File: config.mk
export PLATFORM = sky130hd
export DESIGN_NAME = min_priority_queue
export DESIGN_NICKNAME = d
export VERILOG_FILES = /design/src/design/mpq_pkg.sv /design/src/design/min_priority_queue.sv
export SDC_FILE = /design/constraint.sdc
export NUM_CORES = 1
export LEC_CHECK = 0
export ABC_AREA = 1
export BUFFER_PORTS_ARGS = -buffer_cell sky130_fd_sc_hd__buf_2
export CELL_PAD_IN_SITES_DETAIL_PLACEMENT = 0
export CELL_PAD_IN_SITES_GLOBAL_PLACEMENT = 1
export CORE_UTILIZATION = 57
export CTS_BUF_LIST = sky130_fd_sc_hd__clkbuf_8
export DETAILED_ROUTE_END_ITERATION = 10
export PLACE_DENSITY_LB_ADDON = 0.1
export SYNTH_ARGS = -nofsm -noshare
export SYNTH_HDL_FRONTEND = slang
export SYNTH_SLANG_ARGS = --single-unit
File: constraint.sdc
create_clock -name clk -period 13.7 [get_ports clk]
set_input_delay 2.74 -clock clk [delete_from_list [all_inputs] [get_ports clk]]
set_output_delay 2.74 -clock clk [all_outputs]
set_load 0.1 [all_outputs]
File: src/design/mpq_pkg.sv
// Shared types and codes for the min priority queue.
// No dependencies; imported by min_priority_queue.
`default_nettype none

package mpq_pkg;

    typedef enum logic [1:0] {
        ST_IDLE   = 2'd0,
        ST_SCAN   = 2'd1,
        ST_FIX    = 2'd2,
        ST_FINISH = 2'd3
    } mpq_state_t;

    typedef enum logic {
        OP_INSERT = 1'b0,
        OP_REMOVE = 1'b1
    } mpq_op_t;

    localparam logic [1:0] STATUS_OK        = 2'd0;
    localparam logic [1:0] STATUS_OVERFLOW  = 2'd1;
    localparam logic [1:0] STATUS_UNDERFLOW = 2'd2;

    localparam int VALUE_W    = 32;
    localparam int PRIORITY_W = 16;
    localparam int STATUS_W   = 2;
    localparam int FILL_W     = 4;

endpackage

`default_nettype wire

File: src/design/min_priority_queue.sv
// Top level of the min priority queue: control, entry memories, result register.
// Depends on mpq_pkg for state, opcode and status codes.
//
//  channel | signals                                   | role
//  --------+-------------------------------------------+-----------------------------
//  in      | in_valid in_ready opcode item_value       | insert or remove transaction
//          | item_priority                             |
//  out     | out_valid out_ready out_value status      | one result per transaction
//          | fill_count                                |
//
// Insert, overflow and underflow go from idle straight to the finish state. A remove
// makes one pass over the single read port of the entry memories to find the
// minimum, then one pass to rewrite the ages. The result register
// lets the next transaction start while a result waits on out_ready.
// Reset empties the queue; entry memories need no clearing.
`default_nettype none

module min_priority_queue
    import mpq_pkg::*;
#(
    parameter int CAPACITY = 8
) (
    input  wire logic                         clk,
    input  wire logic                         rst_n,
    input  wire logic                         in_valid,
    output logic                              in_ready,
    input  wire logic                         opcode,
    input  wire logic signed [VALUE_W-1:0]    item_value,
    input  wire logic [PRIORITY_W-1:0]        item_priority,
    output logic                              out_valid,
    input  wire logic                         out_ready,
    output logic signed [VALUE_W-1:0]         out_value,
    output logic [STATUS_W-1:0]               status,
    output logic [FILL_W-1:0]                 fill_count
);

    localparam int IDX_W = (CAPACITY > 1) ? $clog2(CAPACITY) : 1;
    localparam int CNT_W = $clog2(CAPACITY + 1);
    localparam int VP_W  = VALUE_W + PRIORITY_W;

    typedef logic [VP_W-1:0]  vp_t;
    typedef logic [IDX_W-1:0] idx_t;
    typedef logic [CNT_W-1:0] cnt_t;

    vp_t  vp_mem  [CAPACITY];
    idx_t age_mem [CAPACITY];

    mpq_state_t state_reg, state_next;
    cnt_t       count_reg;
    cnt_t       rd_idx_reg;
    logic       tag_vld_reg;
    idx_t       tag_idx_reg;
    vp_t        rd_vp_reg;
    idx_t       rd_age_reg;

    logic [PRIORITY_W-1:0]     best_pri_reg;
    logic signed [VALUE_W-1:0] best_value_reg;
    idx_t                      best_age_reg;
    idx_t                      best_idx_reg;
    vp_t                       last_vp_reg;
    idx_t                      last_age_reg;

    logic signed [VALUE_W-1:0] res_value_reg;
    logic [STATUS_W-1:0]       res_status_reg;

    logic                      out_valid_reg;
    logic signed [VALUE_W-1:0] out_value_reg;
    logic [STATUS_W-1:0]       status_reg;
    logic [FILL_W-1:0]         fill_count_reg;

    logic      in_fire;
    logic      is_insert;
    logic      full;
    logic      empty;
    idx_t      last_idx;
    logic      rd_issue;
    logic      scan_done;
    logic      fix_done;
    logic      out_load;
    logic      take;
    logic      ins_ok;
    logic [PRIORITY_W-1:0]     rd_pri;
    logic signed [VALUE_W-1:0] rd_value;

    logic      vp_we;
    idx_t      vp_waddr;
    vp_t       vp_wdata;
    logic      age_we;
    idx_t      age_waddr;
    idx_t      age_wdata;
    idx_t      fix_age;

    function automatic idx_t age_adjust(input idx_t age, input idx_t gone);
        idx_t r;
        r = age;
        if (age > gone)
        begin
            r = age - idx_t'(1);
        end
        return r;
    endfunction

    assign in_fire   = in_valid && in_ready;
    assign is_insert = (mpq_op_t'(opcode) == OP_INSERT);
    assign full      = (count_reg == cnt_t'(CAPACITY));
    assign empty     = (count_reg == '0);
    assign last_idx  = idx_t'(count_reg - cnt_t'(1));
    assign ins_ok    = in_fire && is_insert && !full;

    assign rd_pri   = rd_vp_reg[VP_W-1:VALUE_W];
    assign rd_value = rd_vp_reg[VALUE_W-1:0];
    assign take     = (tag_idx_reg == '0) || (rd_pri < best_pri_reg) ||
                      ((rd_pri == best_pri_reg) && (rd_age_reg < best_age_reg));

    assign fix_age = (tag_idx_reg == best_idx_reg) ? age_adjust(last_age_reg, best_age_reg)
                                                   : age_adjust(rd_age_reg, best_age_reg);

    // next state
    always_comb
    begin
        state_next = state_reg;
        unique case (state_reg)
            ST_IDLE:
            begin
                if (in_fire)
                begin
                    if (!is_insert && !empty)
                    begin
                        state_next = ST_SCAN;
                    end
                    else
                    begin
                        state_next = ST_FINISH;
                    end
                end
            end
            ST_SCAN:
            begin
                if (scan_done)
                begin
                    state_next = ST_FIX;
                end
            end
            ST_FIX:
            begin
                if (fix_done)
                begin
                    state_next = ST_FINISH;
                end
            end
            ST_FINISH:
            begin
                if (out_load)
                begin
                    state_next = ST_IDLE;
                end
            end
            default:
            begin
                state_next = ST_IDLE;
            end
        endcase
    end

    // control outputs
    always_comb
    begin
        in_ready  = 1'b0;
        rd_issue  = 1'b0;
        scan_done = 1'b0;
        fix_done  = 1'b0;
        out_load  = 1'b0;
        vp_we     = 1'b0;
        vp_waddr  = idx_t'(count_reg);
        vp_wdata  = {item_priority, item_value};
        age_we    = 1'b0;
        age_waddr = idx_t'(count_reg);
        age_wdata = idx_t'(count_reg);
        unique case (state_reg)
            ST_IDLE:
            begin
                in_ready = 1'b1;
                vp_we    = ins_ok;
                age_we   = ins_ok;
            end
            ST_SCAN:
            begin
                rd_issue  = (rd_idx_reg < count_reg);
                scan_done = tag_vld_reg && (tag_idx_reg == last_idx);
            end
            ST_FIX:
            begin
                rd_issue  = (rd_idx_reg < count_reg);
                fix_done  = empty || (tag_vld_reg && (tag_idx_reg == last_idx));
                vp_we     = 1'b1;
                vp_waddr  = best_idx_reg;
                vp_wdata  = last_vp_reg;
                age_we    = tag_vld_reg;
                age_waddr = tag_idx_reg;
                age_wdata = fix_age;
            end
            ST_FINISH:
            begin
                out_load = !out_valid_reg || out_ready;
            end
            default:
            begin
                in_ready = 1'b0;
            end
        endcase
    end

    // entry memories
    always_ff @(posedge clk)
    begin
        if (vp_we)
        begin
            vp_mem[vp_waddr] <= vp_wdata;
        end
        if (age_we)
        begin
            age_mem[age_waddr] <= age_wdata;
        end
        rd_vp_reg  <= vp_mem[idx_t'(rd_idx_reg)];
        rd_age_reg <= age_mem[idx_t'(rd_idx_reg)];
    end

    // control registers
    always_ff @(posedge clk or negedge rst_n)
    begin
        if (!rst_n)
        begin
            state_reg     <= ST_IDLE;
            count_reg     <= '0;
            rd_idx_reg    <= '0;
            tag_vld_reg   <= 1'b0;
            out_valid_reg <= 1'b0;
        end
        else
        begin
            state_reg <= state_next;
            if (ins_ok)
            begin
                count_reg <= count_reg + cnt_t'(1);
            end
            else if (scan_done)
            begin
                count_reg <= count_reg - cnt_t'(1);
            end
            if (in_fire || scan_done)
            begin
                rd_idx_reg  <= '0;
                tag_vld_reg <= 1'b0;
            end
            else
            begin
                tag_vld_reg <= rd_issue;
                if (rd_issue)
                begin
                    rd_idx_reg <= rd_idx_reg + cnt_t'(1);
                end
            end
            if (out_load)
            begin
                out_valid_reg <= 1'b1;
            end
            else if (out_ready)
            begin
                out_valid_reg <= 1'b0;
            end
        end
    end

    // payload registers
    always_ff @(posedge clk)
    begin
        tag_idx_reg <= idx_t'(rd_idx_reg);
        if (state_reg == ST_SCAN && tag_vld_reg)
        begin
            if (take)
            begin
                best_pri_reg   <= rd_pri;
                best_value_reg <= rd_value;
                best_age_reg   <= rd_age_reg;
                best_idx_reg   <= tag_idx_reg;
            end
            if (tag_idx_reg == last_idx)
            begin
                last_vp_reg  <= rd_vp_reg;
                last_age_reg <= rd_age_reg;
            end
        end
        if (in_fire)
        begin
            res_value_reg <= '0;
            if (is_insert)
            begin
                res_status_reg <= full ? STATUS_OVERFLOW : STATUS_OK;
            end
            else
            begin
                res_status_reg <= empty ? STATUS_UNDERFLOW : STATUS_OK;
            end
        end
        else if (scan_done)
        begin
            res_value_reg <= take ? rd_value : best_value_reg;
        end
        if (out_load)
        begin
            out_value_reg  <= res_value_reg;
            status_reg     <= res_status_reg;
            fill_count_reg <= FILL_W'(count_reg);
        end
    end

    assign out_valid  = out_valid_reg;
    assign out_value  = out_value_reg;
    assign status     = status_reg;
    assign fill_count = fill_count_reg;

endmodule

`default_nettype wire
# [Word-level counts from Yosys, hierarchy flattened]
# Memory sizes are Yosys's and may differ from the RTL's. A register that Yosys moved wholly into a read port is not among the register bits.
# Cells that the tools add are included.
[word_totals] reg_bits=192 latch_bits=0 ram_bits=408 romBits=0 in_bits=53 out_inout_bits=40 word_cells=101 n_memories=2
[classes] add_sub_neg=5 multipliers=0 div=0 order_cmp=5 eq_ne=11 shifts=0 n_mux=35 bitwise_logic=1 reduce_logical=25
[memory_table] memory="vp_mem" depth=8 word_bits=48 rd=1 rd_clocked_by_memory_dff=1 wr=1 line="min_priority_queue.sv:45" rtl="vp_t vp_mem [CAPACITY];"
[memory_table] memory="age_mem" depth=8 word_bits=3 rd=1 rd_clocked_by_memory_dff=1 wr=1 line="min_priority_queue.sv:46" rtl="idx_t age_mem [CAPACITY];"
[ops] cell="48-bit two-way mux" count=1
[ops] cell="32-bit two-way mux" count=1
[ops] cell="3-bit two-way mux" count=6
[ops] cell="16-bit equality test" count=1
[ops] cell="16-bit less-than comparator" count=1
[ops] cell="4-bit two-way mux" count=4
[ops] cell="2-bit two-way mux" count=7
[ops] cell="1-bit two-way mux" count=13
[ops] cell="4-bit by 1-bit adder with 4-bit output, second input constant" count=2
[ops] cell="2-bit inequality test, second input constant" count=4
[ops] cell="2-bit one-hot mux with 4 select lines" count=1
[ops] cell="1-bit logical AND" count=7
[ops] cell="3-bit equality test" count=2
[ops] cell="3-bit greater-than comparator" count=2
[ops] cell="2-bit nonzero test" count=3
[ops] cell="3-bit by 1-bit subtractor with 3-bit output, second input constant" count=2
[ops] cell="1-bit logical OR" count=5
[ops] cell="2-bit equality test, second input constant" count=2
[ops] cell="4-bit equality test, second input constant" count=1
[ops] cell="4-bit zero test" count=1
[ops] cell="4-bit less-than comparator" count=1
[ops] cell="1-bit one-hot mux with 2 select lines" count=2
[ops] cell="2-bit AND reduction" count=2
[ops] cell="4-bit AND reduction" count=1
[ops] cell="other kinds (8)" count=10

# [Logic depth before layout (Yosys ltp)]
[logic_depth] ltp_word=8 ltp_mapped=16 mapped_depth_nobuf=15

# [Worst setup path after synthesis]
# OpenSTA, ideal clock, no wires.
[synth_timing] path_type="input -> register" start="input port in_valid" end="memory vp_mem[4][0] (netlist name) (enable)" setup_time_ps=513 arrival_time_ps=6647 t_required_ps=13187 slack_ps=6540 stages=6 path_buffers=0 path_cell_list="nand2_1 -> inv_1 -> nand3_1 -> inv_2 -> nor2_1 -> nor3_1"
[synth_between] elab_chain_len=6
[synth_rtl] item="from (decl)" line="min_priority_queue.sv:25" rtl="input wire logic in_valid,"
[synth_rtl] item="1-bit logical AND" line="min_priority_queue.sv:103" rtl="assign in_fire = in_valid && in_ready;"
[synth_rtl] item="1-bit logical AND (2 in series)" line="min_priority_queue.sv:108" rtl="assign ins_ok = in_fire && is_insert && !full;"
[synth_rtl] item="1-bit one-hot mux with 2 select lines" line="min_priority_queue.sv:179" rtl="unique case (state_reg)"
[synth_rtl] item="1-bit two-way mux" line="min_priority_queue.sv:216" rtl="if (vp_we)"
[synth_rtl] item="1-bit two-way mux (implied by the code)" line="min_priority_queue.sv:218" rtl="vp_mem[vp_waddr] <= vp_wdata;"
[synth_rtl] item="to (decl)" line="min_priority_queue.sv:45"
# No other way between the ends.

# [Worst setup path after layout]
[layout_timing] start="input port in_valid" end="memory vp_mem[0][23] (netlist name) (enable)"
# The elaborated chain is that of the path after synthesis.

==> results.toml <==
[placed_design]
place_congestion = 0.8429
dp_hpwl_um = 28770
io_buffers = 92

[synth]
synth_seq_area_share_pct = 73.32
postSynthCellCount = 2108
synthFlopType = "edfxtp_1"
netlist_area_sq_mm = 0.02541
synth_warnings = 0
avgSynthCellArea_sq_um = 12.05
synth_edf_count = 553
synth-seq-cells = 651
async_reset_ff_share_pct = 1.843
ys_types = 36
synth_fp_nets = 2196

[sta]
relSlewSlack_pct = 23.37
max_freq_ghz = 0.2078
fin_hold_ws_ns = 0.4222
period_needed_ns = 4.813
final_hold_viol_count = 0
fin_tns_setup_ns = 0
setup_violations = 0
post-route-period-util_pct = 35.13
slew_violations = 0
fin_skew_ns = 0.02728
worstMarginPinSlew_ns = 1.150
rsz0062_at_grt = "false"

[clocking]
clockBufferDepth = 3
numCtsBuffers = 102
cts-root-buf = "clkbuf_8"
path_clk_slew_ns = 0.06
holdBufCountCts = 0
cts_resized = 0
cts_tree = "yes"
insertion_delay_ns = 0.67
clock_sinks = 651
cts_setup_buffers = 0
htree_levels = 3

[floorplan]
core_area_sq_mm = 0.04355
dieHeight_um = 213.1
std_cell_rows = 76
start_util_pct = 58.34
die_x_um = 213.1
pin_count = 93
dieArea_sq_mm = 0.04542

[critical_path]
worstPathMaxFanout = 29
cpMostUsedCell = "inv_1"
critPathLaunchType = "input port"
cp_slowest_stage_delay_ns = 0.57
criticalPathCategory = "in2reg"
crit_path_end_kind = "flip-flop"
cp.required_ns = 13.99
slowest_stage = "nor2_4"
arrival_ns = 5.11
path_cells = "buf_2 > nand2_1 > inv_1 > nand3_1 > inv_2 > nor2_1 > inv_1 > nand4_1 > nor2_4 > buf_4"

[layout]
antennaDiodeCount = 0
syn2layout_area_growth_pct = 11.22
drive_gt1_share_pct = 11.94
largest_register_ffs = 384
mostFrequentLayoutCell = "edfxtp_1"
fin_nets = 2311
layout_common_cells = "edfxtp_1, nor2_1, nand2_1, o21ai_0, inv_1"

[routing]
first_pass_iters = 5
avgViaCountPerCell = 5.391
wire_per_inst_um = 18.16
dr_total_vias = 15611
first_iter_violations = 1181
drc = 0
totalWireLength_um = 52580
ant_nets = 0

[run_status]
outcome = "finished, final reports clean"

[grt]
grt_pass1_wl_um = 82850
grt_pass1_vias = 15322
grt_overflow = 0
antenna_found_initial = 0
grt_max_degree = 100
grt.total_usage_pct = 23.94

[power]
vdd_drop_max_mv = 0.1960
power.leakage_nw = 10.76
power.density_mw_per_mm2 = 237.2

[min_path]
worstHoldPathType = "reg2reg"

[flow_run]
cap_violations = 0
## report_power, final
group	switching [mW]	total, mW	internal, mW
sequential	0.195	3.05	2.86
combinational	1.63	2.17	0.541
clock	0.724	1.49	0.761
total	2.54	6.70	4.16
## cell usage after synthesis (3+ instances only)
cell | n | share of area [%]
buf_4 | 6 | 0.18
clkbuf_1 | 53 | 0.78
nand2_2 | 3 | 0.074
o21ai_0 | 218 | 4.3
nor3_1 | 12 | 0.24
nor2_1 | 390 | 5.8
a21oi_1 | 21 | 0.41
inv_2 | 4 | 0.059
o22ai_1 | 53 | 1.3
and2_1 | 32 | 0.79
buf_1 | 12 | 0.18
ha_1 | 35 | 1.7
o211ai_1 | 3 | 0.089
buf_6 | 5 | 0.22
inv_1 | 128 | 1.9
dfrtp_1 | 12 | 1.2
edfxtp_1 | 553 | 65
dfxtp_1 | 86 | 6.8
xnor2_1 | 4 | 0.14
a31oi_1 | 51 | 1.3
nand2_1 | 298 | 4.4
nand3_1 | 81 | 1.6
buf_2 | 29 | 0.57
## path summary, 6_finish.rpt
path / start / to / slack, ns / depth (start not counted)
max in group asynchronous: rst_n / rd_idx_reg[0] / 11.47 / 1
worst min-delay path: res_status_reg[1] / status[1] / 0.42 / 0
worst min register to register: res_status_reg[1] / status[1] / 0.42 / 0
min in group asynchronous: rst_n / count_reg[2] / 1.95 / 1
worst max register to register: state_reg[0] / vp_mem[0][23] / 9.55 / 8
worst max-delay path: in_valid / vp_mem[0][23] / 8.89 / 10
## through the flow
step | utilization (%) | instance area (sq um) | total power [mW] | worst slack, ns | cells
after floorplan | - | 25410 | 4.640 | 6.540 | 2108
after global placement | 60.55 | 26370 | 5.209 | 8.247 | 2704
after detailed placement | 60.55 | 26370 | 5.265 | 8.189 | 2704
after CTS | 64.88 | 28260 | 6.758 | 8.903 | 2896
after global routing | 64.88 | 28260 | 7.117 | 8.684 | 2896
final | 64.88 | 28260 | 6.701 | 8.887 | 2896
## layer usage
metal	part of all wire (%)	track usage [%]	vias to the layer above
met5	0	0	-
met4	1.9	6.921	0
met3	5.0	4.104	74
met2	48	38.65	392
met1	46	33.56	7566
li1	-	-	7579
## kinds of logic after synthesis
| family | count (synthesis) | synth area share, % |
|---|---|---|
| flops | 651 | 73.32 |
| buf+inv | 237 | 3.881 |
| fa+ha+maj | 35 | 1.724 |
| compound gates | 352 | 7.530 |
| xor+xnor | 7 | 0.3152 |
| simple gates | 826 | 13.23 |
## area by class of cell
class,instances,area (sq um)
inverters,132,498.0
well taps,585,732.0
multi-input cells,1220,5866
clock inverters,78,319.1
repair buffers,116,640.6
flip-flops and latches,651,18630
fillers,3452,15290
clock buffers,114,1569
## worst max-delay path, delay by kind of cell
family                 cells  cell delay [ns]
buffers and inverters      5             1.16
and+or+nand+nor            5             1.20
(Power assumes the default switching activity.)
